==> src/rtl/core/irrigation_pump_controller_defines.svh <==
// assertion macros for the irrigation pump controller
// taken in by the rtl files that check their own logic; no other dependencies
`ifndef IRRIGATION_PUMP_CONTROLLER_DEFINES_SVH
`define IRRIGATION_PUMP_CONTROLLER_DEFINES_SVH

`ifndef SYNTH
// condition holds in the same cycle
`define IPC_ASSERT_NOW(label, clk, rst_n, cond, msg) \
	label: assert property (@(posedge clk) disable iff (!rst_n) (cond)) else $error(msg);
// antecedent implies consequent in the same cycle
`define IPC_ASSERT_IMPL(label, clk, rst_n, ante, cons, msg) \
	label: assert property (@(posedge clk) disable iff (!rst_n) (ante) |-> (cons)) else $error(msg);
// antecedent implies consequent in the next cycle
`define IPC_ASSERT_NEXT(label, clk, rst_n, ante, cons, msg) \
	label: assert property (@(posedge clk) disable iff (!rst_n) (ante) |=> (cons)) else $error(msg);
`else
`define IPC_ASSERT_NOW(label, clk, rst_n, cond, msg)
`define IPC_ASSERT_IMPL(label, clk, rst_n, ante, cons, msg)
`define IPC_ASSERT_NEXT(label, clk, rst_n, ante, cons, msg)
`endif

`endif

==> src/rtl/core/ipc_pkg.sv <==
// shared types and constants of the irrigation pump controller
// no dependencies; used by the channel interfaces and the top level
package ipc_pkg;

	localparam int PCT_W          = 7;
	localparam int OP_W           = 4;
	localparam int LIMIT_W        = 7;
	localparam int TIMEOUT_W      = 20;
	localparam int CFG_IDX_W      = 3;
	localparam int CFG_DATA_W     = 20;
	localparam int TIMER_BITS_DEF = 20;
	localparam int ADC_BITS_DEF   = 10;
	localparam int PCT_SCALE      = 100;

	localparam logic [LIMIT_W-1:0]   SOIL_DRY_RST  = 7'd35;
	localparam logic [LIMIT_W-1:0]   SOIL_WET_RST  = 7'd60;
	localparam logic [LIMIT_W-1:0]   TANK_LOW_RST  = 7'd20;
	localparam logic [LIMIT_W-1:0]   TANK_FULL_RST = 7'd90;
	localparam logic [TIMEOUT_W-1:0] TIMEOUT_RST   = 20'd5000;

	typedef enum logic [OP_W-1:0] {
		OP_TICK      = 4'd0,
		OP_SAMPLE    = 4'd1,
		OP_AUTO      = 4'd2,
		OP_MANUAL    = 4'd3,
		OP_WATER_ON  = 4'd4,
		OP_WATER_OFF = 4'd5,
		OP_TANK_ON   = 4'd6,
		OP_TANK_OFF  = 4'd7,
		OP_STATUS    = 4'd8
	} op_t;

	typedef enum logic [CFG_IDX_W-1:0] {
		CFG_SOIL_DRY  = 3'd0,
		CFG_SOIL_WET  = 3'd1,
		CFG_TANK_LOW  = 3'd2,
		CFG_TANK_FULL = 3'd3,
		CFG_TIMEOUT   = 3'd4
	} cfg_idx_t;

endpackage

==> src/rtl/core/ipc_in_if.sv <==
// input channel of the irrigation pump controller: operation and raw samples
// depends on ipc_pkg
interface ipc_in_if
	import ipc_pkg::*;
#(
	parameter int ADC_BITS = ADC_BITS_DEF
);
	logic                valid;
	logic                ready;
	logic [OP_W-1:0]     operation;
	logic [ADC_BITS-1:0] soil_raw;
	logic [ADC_BITS-1:0] level_raw;

	modport source (output valid, operation, soil_raw, level_raw, input ready);
	modport sink (input valid, operation, soil_raw, level_raw, output ready);
endinterface

==> src/rtl/core/ipc_out_if.sv <==
// result channel of the irrigation pump controller: pump drives and telemetry
// depends on ipc_pkg
interface ipc_out_if
	import ipc_pkg::*;
();
	logic             valid;
	logic             ready;
	logic             watering_on;
	logic             filling_on;
	logic             auto_on;
	logic             alarm_lamp;
	logic [PCT_W-1:0] soil_percent;
	logic [PCT_W-1:0] tank_percent;
	logic             report;

	modport source (output valid, watering_on, filling_on, auto_on, alarm_lamp,
		soil_percent, tank_percent, report, input ready);
	modport sink (input valid, watering_on, filling_on, auto_on, alarm_lamp,
		soil_percent, tank_percent, report, output ready);
endinterface

==> src/rtl/core/irrigation_pump_controller.sv <==
// irrigation pump controller top level: input register, decision logic, result register
// depends on ipc_pkg, ipc_in_if, ipc_out_if and irrigation_pump_controller_defines.svh
//
//   channel   | direction | handshake     | payload
//   ----------+-----------+---------------+-----------------------------------------
//   in_ch     | in        | valid/ready   | operation, soil_raw, level_raw
//   out_ch    | out       | valid/ready   | pump drives, mode, lamp, percents, report
//   cfg       | in        | cfg_wr_en     | cfg_index, cfg_data (limits and timeout)
//
// one item per cycle while not stalled; items go input register, then result register
// raw samples are scaled to percent before the input register, the rules run after it
// the state updates as an item moves into the result register
// a stalled result holds the input register; a new item enters once that one moves on
// reset clears pumps, levels, lamp and timer and loads the default limits
`include "irrigation_pump_controller_defines.svh"

module irrigation_pump_controller
	import ipc_pkg::*;
#(
	parameter int TIMER_BITS = TIMER_BITS_DEF,
	parameter int ADC_BITS   = ADC_BITS_DEF
) (
	input  logic                  clk,
	input  logic                  arst_n,
	ipc_in_if.sink                in_ch,
	ipc_out_if.source             out_ch,
	input  logic                  cfg_wr_en,
	input  logic [CFG_IDX_W-1:0]  cfg_index,
	input  logic [CFG_DATA_W-1:0] cfg_data
);

	localparam int PW    = ADC_BITS + PCT_W;
	localparam int CMP_W = (TIMER_BITS > TIMEOUT_W) ? TIMER_BITS : TIMEOUT_W;
	localparam logic [ADC_BITS-1:0] ADC_FULL = '1;

	// x * 100 / (2^N - 1): reciprocal by shift-add, then one correction step
	function automatic logic [PCT_W-1:0] to_pct(input logic [ADC_BITS-1:0] x);
		logic [PW-1:0]    p;
		logic [PW:0]      acc;
		logic [PCT_W-1:0] q0;
		logic [PW-1:0]    r;
		p   = PW'(x) * PW'(PCT_SCALE);
		acc = {1'b0, p} + (PW+1)'(p >> ADC_BITS);
		q0  = PCT_W'(acc >> ADC_BITS);
		r   = p - (PW'(q0) << ADC_BITS) + PW'(q0);
		to_pct = (r >= PW'(ADC_FULL)) ? q0 + 1'b1 : q0;
	endfunction

	// configuration
	logic [LIMIT_W-1:0]   dry_q, wet_q, low_q, full_q;
	logic [TIMEOUT_W-1:0] timeout_q;

	// controller state
	logic                  water_q, fill_q, auto_q, lamp_q;
	logic [TIMER_BITS-1:0] elapsed_q;
	logic [PCT_W-1:0]      soil_q, tank_q;

	// input register
	logic              valid_s1;
	logic [OP_W-1:0]   op_s1;
	logic [PCT_W-1:0]  soil_pct_s1, tank_pct_s1;

	// result register
	logic              valid_s2;
	logic              water_s2, fill_s2, auto_s2, lamp_s2, report_s2;
	logic [PCT_W-1:0]  soil_s2, tank_s2;

	logic advance, in_take;

	logic                  water_n, fill_n, auto_n, lamp_n, report_n;
	logic [TIMER_BITS-1:0] elapsed_n;
	logic [PCT_W-1:0]      soil_n, tank_n;

	assign advance     = !valid_s2 || out_ch.ready;
	assign in_ch.ready = !valid_s1 || advance;
	assign in_take     = in_ch.valid && in_ch.ready;

	always_ff @(posedge clk or negedge arst_n) begin
		if (!arst_n) begin
			dry_q     <= SOIL_DRY_RST;
			wet_q     <= SOIL_WET_RST;
			low_q     <= TANK_LOW_RST;
			full_q    <= TANK_FULL_RST;
			timeout_q <= TIMEOUT_RST;
		end else if (cfg_wr_en) begin
			case (cfg_index)
				CFG_SOIL_DRY:  dry_q     <= cfg_data[LIMIT_W-1:0];
				CFG_SOIL_WET:  wet_q     <= cfg_data[LIMIT_W-1:0];
				CFG_TANK_LOW:  low_q     <= cfg_data[LIMIT_W-1:0];
				CFG_TANK_FULL: full_q    <= cfg_data[LIMIT_W-1:0];
				CFG_TIMEOUT:   timeout_q <= cfg_data[TIMEOUT_W-1:0];
				default: ;
			endcase
		end
	end

	always_ff @(posedge clk or negedge arst_n) begin
		if (!arst_n) begin
			valid_s1 <= 1'b0;
		end else if (in_take) begin
			valid_s1 <= 1'b1;
		end else if (advance) begin
			valid_s1 <= 1'b0;
		end
	end

	always_ff @(posedge clk) begin
		if (in_take) begin
			op_s1       <= in_ch.operation;
			soil_pct_s1 <= to_pct(ADC_FULL - in_ch.soil_raw);
			tank_pct_s1 <= to_pct(in_ch.level_raw);
		end
	end

	always_comb begin
		water_n   = water_q;
		fill_n    = fill_q;
		auto_n    = auto_q;
		lamp_n    = lamp_q;
		elapsed_n = elapsed_q;
		soil_n    = soil_q;
		tank_n    = tank_q;
		report_n  = 1'b0;
		case (op_s1)
			OP_TICK: begin
				if (water_q && elapsed_q != '1)
					elapsed_n = elapsed_q + 1'b1;
			end
			OP_SAMPLE: begin
				soil_n   = soil_pct_s1;
				tank_n   = tank_pct_s1;
				lamp_n   = tank_pct_s1 < low_q;
				report_n = 1'b1;
				if (auto_q) begin
					if (tank_pct_s1 <= low_q) begin
						// empty tank takes priority over everything else
						water_n = 1'b0;
						fill_n  = 1'b1;
					end else begin
						if (tank_pct_s1 >= full_q)
							fill_n = 1'b0;
						if (soil_pct_s1 < dry_q && !water_q) begin
							water_n   = 1'b1;
							elapsed_n = '0;
						end
						if (soil_pct_s1 >= wet_q)
							water_n = 1'b0;
						if (water_n && CMP_W'(elapsed_n) >= CMP_W'(timeout_q))
							water_n = 1'b0;
					end
				end
			end
			OP_AUTO: begin
				auto_n = 1'b1;
			end
			OP_MANUAL: begin
				auto_n  = 1'b0;
				water_n = 1'b0;
				fill_n  = 1'b0;
			end
			OP_WATER_ON: begin
				auto_n = 1'b0;
				if (!water_q) begin
					water_n   = 1'b1;
					elapsed_n = '0;
				end
			end
			OP_WATER_OFF: begin
				water_n = 1'b0;
			end
			OP_TANK_ON: begin
				auto_n = 1'b0;
				fill_n = 1'b1;
			end
			OP_TANK_OFF: begin
				fill_n = 1'b0;
			end
			OP_STATUS: begin
				report_n = 1'b1;
			end
			default: ;
		endcase
	end

	always_ff @(posedge clk or negedge arst_n) begin
		if (!arst_n) begin
			water_q   <= 1'b0;
			fill_q    <= 1'b0;
			auto_q    <= 1'b1;
			lamp_q    <= 1'b0;
			elapsed_q <= '0;
			soil_q    <= '0;
			tank_q    <= '0;
			valid_s2  <= 1'b0;
		end else if (advance) begin
			valid_s2 <= valid_s1;
			if (valid_s1) begin
				water_q   <= water_n;
				fill_q    <= fill_n;
				auto_q    <= auto_n;
				lamp_q    <= lamp_n;
				elapsed_q <= elapsed_n;
				soil_q    <= soil_n;
				tank_q    <= tank_n;
			end
		end
	end

	always_ff @(posedge clk) begin
		if (advance && valid_s1) begin
			water_s2  <= water_n;
			fill_s2   <= fill_n;
			auto_s2   <= auto_n;
			lamp_s2   <= lamp_n;
			soil_s2   <= soil_n;
			tank_s2   <= tank_n;
			report_s2 <= report_n;
		end
	end

	assign out_ch.valid        = valid_s2;
	assign out_ch.watering_on  = water_s2;
	assign out_ch.filling_on   = fill_s2;
	assign out_ch.auto_on      = auto_s2;
	assign out_ch.alarm_lamp   = lamp_s2;
	assign out_ch.soil_percent = soil_s2;
	assign out_ch.tank_percent = tank_s2;
	assign out_ch.report       = report_s2;

	`IPC_ASSERT_NOW(a_soil_range, clk, arst_n, soil_q <= PCT_W'(PCT_SCALE), "soil percent above 100")
	`IPC_ASSERT_NOW(a_tank_range, clk, arst_n, tank_q <= PCT_W'(PCT_SCALE), "tank percent above 100")
	`IPC_ASSERT_IMPL(a_stall_held, clk, arst_n, !in_ch.ready, valid_s1 && valid_s2 && !out_ch.ready, "input stalled without a held item")
	`IPC_ASSERT_NEXT(a_timer_idle, clk, arst_n, !water_q && !(advance && valid_s1), $stable(elapsed_q), "watering timer moved while idle")

endmodule

==> src/flat_wrapper.sv <==
// flat-port wrapper written by rule: the top's interface ports become plain ports
module irrigation_pump_controller_flat import ipc_pkg::*;
#(
	parameter int TIMER_BITS = TIMER_BITS_DEF,
	parameter int ADC_BITS   = ADC_BITS_DEF
)
  (clk, arst_n, cfg_wr_en, cfg_index, cfg_data, in_ch_valid, in_ch_operation, in_ch_soil_raw, in_ch_level_raw, in_ch_ready, out_ch_valid, out_ch_watering_on, out_ch_filling_on, out_ch_auto_on, out_ch_alarm_lamp, out_ch_soil_percent, out_ch_tank_percent, out_ch_report, out_ch_ready);
  ipc_in_if #(.ADC_BITS(ADC_BITS)) in_ch_i ();
  ipc_out_if out_ch_i ();
  input  logic clk;
  input  logic arst_n;
  input  logic cfg_wr_en;
  input  logic [CFG_IDX_W-1:0] cfg_index;
  input  logic [CFG_DATA_W-1:0] cfg_data;
  input wire logic [$bits(in_ch_i.valid)-1:0] in_ch_valid;
  input wire logic [$bits(in_ch_i.operation)-1:0] in_ch_operation;
  input wire logic [$bits(in_ch_i.soil_raw)-1:0] in_ch_soil_raw;
  input wire logic [$bits(in_ch_i.level_raw)-1:0] in_ch_level_raw;
  output wire logic [$bits(in_ch_i.ready)-1:0] in_ch_ready;
  output wire logic [$bits(out_ch_i.valid)-1:0] out_ch_valid;
  output wire logic [$bits(out_ch_i.watering_on)-1:0] out_ch_watering_on;
  output wire logic [$bits(out_ch_i.filling_on)-1:0] out_ch_filling_on;
  output wire logic [$bits(out_ch_i.auto_on)-1:0] out_ch_auto_on;
  output wire logic [$bits(out_ch_i.alarm_lamp)-1:0] out_ch_alarm_lamp;
  output wire logic [$bits(out_ch_i.soil_percent)-1:0] out_ch_soil_percent;
  output wire logic [$bits(out_ch_i.tank_percent)-1:0] out_ch_tank_percent;
  output wire logic [$bits(out_ch_i.report)-1:0] out_ch_report;
  input wire logic [$bits(out_ch_i.ready)-1:0] out_ch_ready;
  assign in_ch_i.valid = in_ch_valid;
  assign in_ch_i.operation = in_ch_operation;
  assign in_ch_i.soil_raw = in_ch_soil_raw;
  assign in_ch_i.level_raw = in_ch_level_raw;
  assign in_ch_ready = in_ch_i.ready;
  assign out_ch_valid = out_ch_i.valid;
  assign out_ch_watering_on = out_ch_i.watering_on;
  assign out_ch_filling_on = out_ch_i.filling_on;
  assign out_ch_auto_on = out_ch_i.auto_on;
  assign out_ch_alarm_lamp = out_ch_i.alarm_lamp;
  assign out_ch_soil_percent = out_ch_i.soil_percent;
  assign out_ch_tank_percent = out_ch_i.tank_percent;
  assign out_ch_report = out_ch_i.report;
  assign out_ch_i.ready = out_ch_ready;
  irrigation_pump_controller #(.TIMER_BITS(TIMER_BITS), .ADC_BITS(ADC_BITS)) u_core (.clk(clk), .arst_n(arst_n), .in_ch(in_ch_i), .out_ch(out_ch_i), .cfg_wr_en(cfg_wr_en), .cfg_index(cfg_index), .cfg_data(cfg_data));
endmodule
==> config.mk <==
export PLATFORM = sky130hd
export DESIGN_NAME = irrigation_pump_controller_flat
export DESIGN_NICKNAME = d
export VERILOG_FILES = /design/src/rtl/core/ipc_pkg.sv /design/src/rtl/core/ipc_in_if.sv /design/src/rtl/core/ipc_out_if.sv /design/src/rtl/core/irrigation_pump_controller.sv /design/src/flat_wrapper.sv
export VERILOG_INCLUDE_DIRS = /design/src /design/src/rtl/core
export SDC_FILE = /design/constraint.sdc
export NUM_CORES = 1
export LEC_CHECK = 0
export ABC_CLOCK_PERIOD_IN_PS = 5100
export BUFFER_PORTS_ARGS = -buffer_cell sky130_fd_sc_hd__buf_2
export CORE_ASPECT_RATIO = 1.75
export CORE_MARGIN = 4
export CORE_UTILIZATION = 55
export CTS_CLUSTER_DIAMETER = 120
export DETAILED_ROUTE_END_ITERATION = 8
export GPL_ROUTABILITY_DRIVEN = 1
export PLACE_DENSITY = 0.73
export SLEW_MARGIN = 20
export SYNTH_ARGS = -nofsm -noshare
export SYNTH_HDL_FRONTEND = slang
export SYNTH_SLANG_ARGS = --single-unit
==> constraint.sdc <==
create_clock -name clk -period 5.1 [get_ports clk]
set_input_delay 0 -clock clk [delete_from_list [all_inputs] [get_ports clk]]
set_output_delay 0 -clock clk [all_outputs]
set_load 0.02 [all_outputs]
**Word-level counts from Yosys, hierarchy flattened**

Index checks and enable logic that the tools add are counted.

- Eq/ne operators: 17
- Reduce and logical (&&, ||, !) cells: 25
- Mux-type cells: 31
- $add $sub $neg: 10
- Multipliers: 2
- $lt $le $gt $ge: 8

Operators with widths:

| kind | number |
|---|---|
| two-way mux 20 bit | 8 |
| adder 17 x 7 -> 17 bit | 4 |
| one-hot mux 20 bit (3 select lines) | 1 |
| greater-or-equal comparator 17 x 10 -> 1 bit, second input constant | 2 |
| subtractor 17 bit | 2 |
| multiplier 10 x 5 -> 15 bit, second input constant | 2 |
| two-way mux 7 bit | 4 |
| adder 20 x 1 -> 20 bit, second input constant | 1 |
| greater-or-equal comparator 20 bit | 1 |
| inequality test 20 bit, second input constant | 1 |
| == test 4 x 3 -> 1 bit, second input constant | 4 |
| two-way mux 1 bit | 15 |
| adder 7 x 1 -> 7 bit, second input constant | 2 |
| greater-or-equal comparator 7 bit | 2 |
| < comparator 7 bit | 2 |
| AND reduction 2 bit | 6 |
| subtractor 10 bit, first input constant | 1 |
| == test 4 x 2 -> 1 bit, second input constant | 2 |
| <= comparator 7 bit | 1 |
| AND reduction 7 bit | 1 |
| == test 3 x 2 -> 1 bit, second input constant | 2 |
| one-hot mux 1 bit (3 select lines) | 2 |
| OR reduction 2 bit | 3 |
| logical AND 1 bit | 5 |
| 14 further kinds | 19 |

- Output and inout port bits: 21
- Logic and storage cells: 117
- Bits in registers: 125

**Depth between registers and ports, before layout**

Gate-level depths: netlist of the first run.

- Word-level depth: 12
- Mapped depth: 36
- Gate-level depth less buffers: 36

**Worst setup path after synthesis of the first run**

No wires, ideal clock.

- Path kind: in2reg
- Start point: in in_ch_soil_raw[5]
- End point: reg u_core.soil_pct_s1[6] (data pin)
- Buffers on the path: 0
- Arrival: 6.693 ns
- Cell stages on the path: 35
- Path slack: -1.860 ns
- Cells stage by stage: inv_1 > ha_1 > ha_1 > inv_1 > fa_1 > inv_1 > ha_1 > or2_2 > a21o_1 > nand2_1 > xor2_1 > inv_1 > ha_1 > nand4_1 > or3_1 > a31oi_1 > o21ai_0 > o21ai_0 > and4_1 > and3_1 > ha_1 > inv_1 > ha_1 > inv_1 > ha_1 > nand2b_1 > a21oi_1 > o21a_1 > o41a_1 > mux2i_1 > o311ai_0 > nor4b_2 > mux2i_1 > mux2i_1 > xnor2_1

- Cells in the longest elaborated chain, start to end: 7
- Elaborated cells between the ends (all ways): 8
- Those cells by class: 5 x add/sub; 1 x mul; 1 x order compare; 1 x mux

Ends and longest elaborated chain:

| item | RTL line | text |
|---|---|---|
| from (decl) | flat_wrapper.sv:17 | `input wire logic [$bits(in_ch_i.soil_raw)-1:0] in_ch_soil_raw;` |
| subtractor 10 bit * | irrigation_pump_controller.sv:110 | `soil_pct_s1 <= to_pct(ADC_FULL - in_ch.soil_raw);` |
| multiplier 10 x 5 -> 15 bit * | irrigation_pump_controller.sv:42 | `p = PW'(x) * PW'(PCT_SCALE);` |
| adder 17 x 7 -> 17 bit | irrigation_pump_controller.sv:43 | `acc = {1'b0, p} + (PW+1)'(p >> ADC_BITS);` |
| subtractor 17 bit | irrigation_pump_controller.sv:45 | `r = p - (PW'(q0) << ADC_BITS) + PW'(q0);` |
| adder 17 x 7 -> 17 bit | irrigation_pump_controller.sv:45 |  |
| greater-or-equal comparator 17 x 10 -> 1 bit | irrigation_pump_controller.sv:46 | `to_pct = (r >= PW'(ADC_FULL)) ? q0 + 1'b1 : q0;` |
| two-way mux 7 bit * | irrigation_pump_controller.sv:46 |  |
| to (signal assigned) | irrigation_pump_controller.sv:110 |  |
| to (decl) | irrigation_pump_controller.sv:61 | `logic [PCT_W-1:0] soil_pct_s1, tank_pct_s1;` |

Mark *: on every way between the ends. The rest lies on a longest branch, timed or not.
A chain may end at the register's enable or synchronous reset.

**Final worst setup path of the first run**

- Start point: in in_ch_level_raw[5]
- End point: reg u_core.tank_pct_s1[1] (data pin)

- Cells in the longest elaborated chain, start to end: 6
- Elaborated cells between the ends (all ways): 7
- Those cells by class: 4 x add/sub; 1 x mul; 1 x order compare; 1 x mux

Ends and longest elaborated chain:

| item | RTL line | text |
|---|---|---|
| from (decl) | flat_wrapper.sv:18 | `input wire logic [$bits(in_ch_i.level_raw)-1:0] in_ch_level_raw;` |
| multiplier 10 x 5 -> 15 bit * | irrigation_pump_controller.sv:42 |  |
| adder 17 x 7 -> 17 bit | irrigation_pump_controller.sv:43 |  |
| subtractor 17 bit | irrigation_pump_controller.sv:45 |  |
| adder 17 x 7 -> 17 bit | irrigation_pump_controller.sv:45 |  |
| greater-or-equal comparator 17 x 10 -> 1 bit | irrigation_pump_controller.sv:46 |  |
| two-way mux 7 bit * | irrigation_pump_controller.sv:46 |  |
| to (signal assigned) | irrigation_pump_controller.sv:111 | `tank_pct_s1 <= to_pct(in_ch.level_raw);` |
| to (decl) | irrigation_pump_controller.sv:61 |  |

Marked as above.

==> results of run 1 <==
synth_stat cells, types with 14 or more instances:
| master | number |
|---|---|
| ha_1 | 180 |
| inv_1 | 151 |
| nand2_1 | 126 |
| o21ai_0 | 94 |
| dfrtp_1 | 69 |
| nor2_1 | 60 |
| a21oi_1 | 48 |
| xnor2_1 | 42 |
| edfxtp_1 | 37 |
| a21o_1 | 29 |
| and2_1 | 26 |
| mux2_2 | 26 |
| clkbuf_1 | 20 |
| dfstp_2 | 19 |
| nand2b_1 | 19 |
| nor3_1 | 18 |
| and3_1 | 15 |
| nand3_1 | 15 |
| xor2_1 | 14 |
area by class of cell:
cell class	count	area share [%]
clock buffer	30	4.55
clock inverter	3	0.0820
inverter	151	3.89
multi-input combinational	923	52.2
sequential	125	21.9
tap	245	2.01
timing repair buffer	319	15.4
worst min-delay path by stage:
| stage | start | to | slack [ns] |
|---|---|---|---|
| floorplan | arst_n | u_core.dry_q[2] | -0.30 |
| global placement | arst_n | u_core.full_q[0] | -0.02 |
| detailed placement | arst_n | u_core.full_q[0] | -0.02 |
| CTS | cfg_index[0] | u_core.low_q[4] | 0.02 |
| global route | arst_n | u_core.full_q[0] | 0.06 |
| finish | arst_n | u_core.full_q[0] | 0.03 |
registers in the layout (all words and copies together), names as in the netlist, 4 cells and up:
name,flops
u_core.elapsed_q,20
u_core.timeout_q,20
u_core.dry_q,7
u_core.full_q,7
u_core.low_q,7
u_core.out_ch.soil_percent,7
u_core.out_ch.tank_percent,7
u_core.soil_pct_s1,7
u_core.soil_q,7
u_core.tank_pct_s1,7
u_core.tank_q,7
u_core.wet_q,7
u_core.op_s1,4
metrics by stage:
stage | area, um2 | power (uW) | worst slack [ns]
5_1_grt | 15300 | 9060 | -1.62
3_3_place_gp | 13600 | 6390 | -1.91
6_report | 15300 | 8410 | -1.41
2_1_floorplan | 11600 | 4720 | -1.69
3_5_place_dp | 13600 | 6520 | -2.04
4_1_cts | 15100 | 8220 | -1.32
worst max-delay path: cells and delay by family:
family	cells	cell delay, ns
adders and majority gates	8	2.30
AOI/OAI and AO/OA	11	2.12
and+or+nand+nor	7	1.41
buffers and inverters	6	0.39
muxes	1	0.31
xor gates and xnor gates	1	0.17
layer usage:
layer	share of wire, %	routed length, um	global-route usage (%)
met5	0	0	0
met4	4.6	1340	13.0
met2	58	16900	51.9
met3	2.7	778	3.33
met1	35	10300	24.3
timing repair:
action                     4_1_cts  5_1_grt
setup endpoints to repair       14       14
resized for setup               65       25
pin swaps                       66       35
hold buffers                    28        0
hold endpoints to repair        88        0
buffers inserted                13        9
cells by family (layout without fill, tap and decap cells):
group | Yosys count | in the layout | synth area share [%]
flip-flops | 125 | 125 | 30.1
AND/OR/NAND/NOR | 342 | 342 | 15.4
adder cells (fa/ha/maj) | 190 | 190 | 22.1
multiplexers | 33 | 33 | 3.33
XOR/XNOR | 62 | 62 | 5.46
buffers and inverters | 175 | 503 | 5.98
AO/OA/AOI/OAI | 296 | 296 | 17.7
power by group through the flow:
stage	clock, uW	sequential, uW	combinational (uW)
6_report	1390	1480	5540
3_3_place_gp	0	1480	4910
2_1_floorplan	0	1470	3250
4_1_cts	1400	1480	5350
5_1_grt	1440	1500	6120
3_5_place_dp	0	1490	5030
==> flow_summary_export.csv, run 1 <==
group,metric,value,unit
outcome,status,"finished, violations left",
outcome,violations,"setup timing",
drt,viasPerCell,5.61,
synthesis,synth.area.top_cells,"ha_1, dfrtp_1, edfxtp_1, inv_1, dfstp_2",
setup_path,critPathMaxStageDelay,0.53,ns
cts,cts_tree,"done",
cells_and_area,nNetsFinal,1787,
die,die_y,196,um
cells_and_area,final_cells,1796,
synthesis,syn_inst,1223,
cts,cts.sinks,125,
drt,wl_per_cell,16.3,um
die,core,19800,um2
synthesis,synth_area,11100,um2
place,hpwlAfterDp,22.3,mm
timing,max_freq,154,MHz
setup_path,cp.required,5.31,ns
setup_path,crit_top_cell,"ha_4",
timing,maxSlewViolCount,0,
flow_run,max-cap-violations,0,
synthesis,ys_seq_elements,125,
setup_path,reg2reg_depth,20,
cells_and_area,num_antenna_cells,0,
die,start_util,56.0,%
cells_and_area,post-route-util,77.0,%
pwr,peakVddDrop,0.400,mV
setup_path,timing.rr.end,"u_core.out_ch.watering_on",
setup_path,timing.rr.start,"u_core.dry_q[1]",
pwr,p_seq_share,17.6,%
synthesis,async_flop_share,70.4,%
global_route,grt_pass1_vias,10600,
timing,hold-worst-slack,0.0271,ns
timing,finalSetupViolCount,14,
cts,cts_root_buf,"clkbuf_16",
setup_path,rrSetupSlack,0.70,ns
global_route,grt_start_max_net_pins,55,
global_route,grt_overflow,0,
global_route,antenna_found_initial,0,
pwr,clkPwrFrac,16.5,%
pwr,p_sw_share,40.0,%
cts,insertion_delay,0.47,ns
cells_and_area,layout-drive-gt1-share,33.8,%
pwr,p_per_area,551,nW/um2
die,placementRows,68,
place,gp_congestion,0.867,
setup_path,critPathSlowestCell,"fa_1",
pwr,internal_power,5050,uW
place,portBuffers,72,
synthesis,synth_top_area_share,20.3,%
cts,cts_buffer_depth,3,
timing,tightest_slew,1.09,ns
cells_and_area,multi_input_comb_area,7960,um2
synthesis,synth_edf_count,37,
setup_path,crit_path_start_kind,"input port",
drt,drtAntennaViolNets,0,
place,dp_cells,1713,
setup_path,critical_path.startpoint,"in_ch_level_raw[5]",
synthesis,yosysTopAreaCell,"ha_1",
synthesis,ys_types,93,
pwr,p_comb_share,65.9,%
setup_path,crit_fanout,4,
synthesis,yosys_warnings,0,
setup_path,endpoint_kind,"flip-flop",
synthesis,ys.flop_type,"dfrtp_1",
timing,hold_viol_final,0,
synthesis,ys_seq_area_share,30.1,%
pwr,p_switching,3360,uW
timing,timing.final.ws_setup,-1.41,ns
synthesis,syn_nets,1465,
synthesis,avgSynthCellArea,9.07,um2
cts,numCtsBuffers,25,
cells_and_area,fillers,1325,
global_route,grt_first_pass_wirelength,47.6,mm
global_route,grt_use_total,25.9,%
drt,drt_iter0_markers,497,
timing,worst_clock_skew,0.0138,ns
drt,wirelength,29.3,mm
timing,setup-tns-final,-17.26,ns
die,dieArea,22600,um2
drt,via_count,10100,
cells_and_area,syn_to_final_growth,37.6,%
die,io_pins,73,
cells_and_area,seq_area,3340,um2
cts,h-tree-depth,4,
cts,clk_pin_slew,0.06,ns
setup_path,cp-endpoint,"u_core.tank_pct_s1[1]",
timing,period_needed,6.51,ns
min_path,hp-class,"input port to asynchronous set/reset pin",
cells_and_area,final_cell_mix,"buf_4, ha_1, nand2_1",
setup_path,worstSetupPathType,"input port to flip-flop",
timing,rsz0062_at_grt,"yes",
die,die_x,115,um
timing,finalCritPeriodShare,128,%
pwr,p_leak,0.00724,uW
drt,firstDrtPassIters,5,
drt,drcViolationCount,0,
cells_and_area,final_common_cell,"buf_4",
setup_path,critPathArrivalTime,6.71,ns
timing,relSlewSlack,27.0,%
Note: power is estimated with default switching activity, not from simulation.
==> run 2, diff against run 1 <==
Settings changed: CORE_UTILIZATION 55 to 37, PLACE_DENSITY 0.73 to not set.
==> flow_summary_export.csv, run 2 (synthesized netlist as in run 1, its figures left out) <==
group,metric,value,unit
cts,cts_buffer_depth,2,
cts,cts.sinks,125,
cells_and_area,post-route-cell-area,15800,um2
setup_path,path_buf_inv,8,
timing,relSlewSlack,41.6,%
place,gp_congestion,0.845,
timing,hold-worst-slack,0.0234,ns
pwr,p_per_area,558,nW/um2
setup_path,crit_path_start_kind,"input port",
die,io_pins,73,
timing,worst_clock_skew,0.00729,ns
cts,clk_pin_slew,0.06,ns
setup_path,cp-endpoint,"u_core.tank_pct_s1[5]",
outcome,status,"finished, violations left",
cells_and_area,fillers,2674,
cells_and_area,largestRegisters,"u_core.elapsed_q x20, u_core.timeout_q x20",
pwr,p_leak,0.00733,uW
cells_and_area,nNetsFinal,1797,
timing,hold_viol_final,0,
setup_path,crit_top_cell,"ha_4",
setup_path,path_depth,34,
global_route,grt_overflow,0,
setup_path,endpoint_kind,"flip-flop",
outcome,violations,"setup timing",
cts,cts_root_buf,"clkbuf_16",
timing,maxSlewViolCount,0,
timing,max_freq,158,MHz
cells_and_area,layout-drive-gt1-share,36.7,%
cells_and_area,seq_area,3340,um2
drt,wirelength,29.8,mm
setup_path,cp.required,5.26,ns
timing,timing.final.ws_setup,-1.24,ns
cts,cts_tree,"done",
cts,h-tree-depth,4,
place,place_ws,-2.01,ns
pwr,p_comb_share,69.0,%
timing,tightest_slew,0.876,ns
pwr,peakVddDrop,0.277,mV
pwr,p_switching,3540,uW
drt,drtAntennaViolNets,0,
drt,wl_per_cell,15.3,um
cells_and_area,num_antenna_cells,0,
pwr,clkPwrFrac,14.3,%
global_route,grt_pass1_vias,10600,
drt,firstDrtPassIters,5,
pwr,p_seq_share,16.6,%
setup_path,crit_family,"adder cells",
pwr,internal_power,5290,uW
cells_and_area,syn_to_final_growth,42.6,%
pwr,p_sw_share,40.1,%
die,dieArea,32900,um2
timing,finalSetupViolCount,14,
setup_path,critical_path.startpoint,"in_ch_level_raw[3]",
drt,viasPerCell,5.06,
setup_path,critPathSlowestCell,"fa_1",
die,die_y,237,um
timing,finalCritPeriodShare,124,%
timing,rsz0062_at_grt,"yes",
cells_and_area,final_common_cell,"buf_4",
die,core,29500,um2
place,hpwlAfterDp,23.3,mm
setup_path,critPathArrivalTime,6.50,ns
pwr,power.total,8820,uW
cts,insertion_delay,0.42,ns
die,placementRows,83,
flow_run,max-cap-violations,0,
cells_and_area,multi_input_comb_area,8270,um2
drt,drcViolationCount,0,
place,portBuffers,72,
place,place_area,13800,um2
setup_path,rrSetupSlack,0.68,ns
setup_path,timing.rr.start,"u_core.dry_q[1]",
die,start_util,37.6,%
cells_and_area,final_cell_mix,"buf_4, ha_1, nand2_1",
min_path,hp-class,"input port to asynchronous set/reset pin",
setup_path,critPathMaxStageDelay,0.44,ns
global_route,grt_start_max_net_pins,66,
drt,drt_iter0_markers,324,
setup_path,timing.rr.end,"u_core.water_q",
drt,via_count,9858,
die,die_x,139,um
global_route,antenna_found_initial,0,
timing,period_needed,6.34,ns
setup_path,reg2reg_depth,20,
setup_path,crit_fanout,5,
cts,numCtsBuffers,17,
global_route,grt_use_total,18.3,%
global_route,grt_first_pass_wirelength,49.8,mm
setup_path,worstSetupPathType,"input port to flip-flop",
-- run 2: changes by cell type in the layout (fill, tap and decap cells not counted), sizes merged --
cell and delta:
clkbuf -7, clkinv +2, bufinv +4, buf +18
-- run 2: power groups by stage --
stage                     Clock (uW)  Combinational, uW  Sequential, uW
after floorplan                    0               3250            1470
after global placement             0               5010            1480
after detailed placement           0               5100            1480
after CTS                       1290               5630            1470
after global routing            1330               6700            1500
final                           1270               6090            1470
-- run 2: worst min path at each step --
stage	slack (ns)	to	from
6_report	0.02	u_core.tank_q[1]	arst_n
5_1_grt	0.05	u_core.tank_q[1]	arst_n
4_1_cts	0.02	u_core.tank_q[1]	arst_n
3_5_place_dp	-0.07	u_core.tank_q[1]	arst_n
2_1_floorplan	-0.30	u_core.dry_q[2]	arst_n
3_3_place_gp	-0.07	u_core.full_q[2]	arst_n
-- run 2: area by class of cell --
type | count | share of cell area [%]
clock inverter | 9 | 0.886
clock buffer | 23 | 3.02
timing repair buffer | 337 | 15.9
sequential | 125 | 21.1
tap | 382 | 3.02
inverter | 151 | 3.84
multi-input combinational | 923 | 52.2
-- run 2: per-layer routing --
| layer | vias up | GRT usage [%] | wire length (um) | share of wire (%) |
|---|---|---|---|---|
| met2 | 154 | 36.9 | 17000 | 57 |
| met4 | 0 | 7.83 | 920 | 3.1 |
| met1 | 4660 | 18.5 | 11200 | 38 |
| met5 | - | 0 | 0 | 0 |
| met3 | 59 | 2.08 | 654 | 2.2 |
| li1 | 4985 | - | - | - |
-- run 2: stage by stage --
| step | util, % | TNS (ns) | cells |
|---|---|---|---|
| 3_5_place_dp | 46.8 | -25.86 | 1848 |
| 6_report | 53.6 | -16.32 | 1950 |
| 3_3_place_gp | 46.8 | -24.28 | 1848 |
| 2_1_floorplan | - | -20.14 | 1223 |
| 4_1_cts | 52.1 | -16.43 | 1938 |
| 5_1_grt | 53.6 | -20.62 | 1950 |
-- run 2: worst register-to-register path, stage by stage, from the launching register on --
cell	delay, ns
dfstp_2	0.51
inv_1	0.05
ha_1	0.26
a21o_1	0.16
a21o_1	0.17
a21o_1	0.17
a21o_1	0.18
a21oi_1	0.21
o211ai_1	0.24
nand2_1	0.21
ha_1	0.24
nand2b_1	0.14
a21o_1	0.18
a21o_1	0.18
a21o_1	0.18
a21o_1	0.18
a21o_1	0.18
a211o_1	0.28
a21oi_1	0.22
o211ai_1	0.17
a31oi_1	0.24
-- run 2: what timing repair did --
item,4_1_cts,5_1_grt
gates cloned,0,0
resized for setup,81,69
buffers inserted,30,15
hold buffers,28,0
pin swaps,90,83
setup endpoints to repair,14,14
hold endpoints to repair,77,0
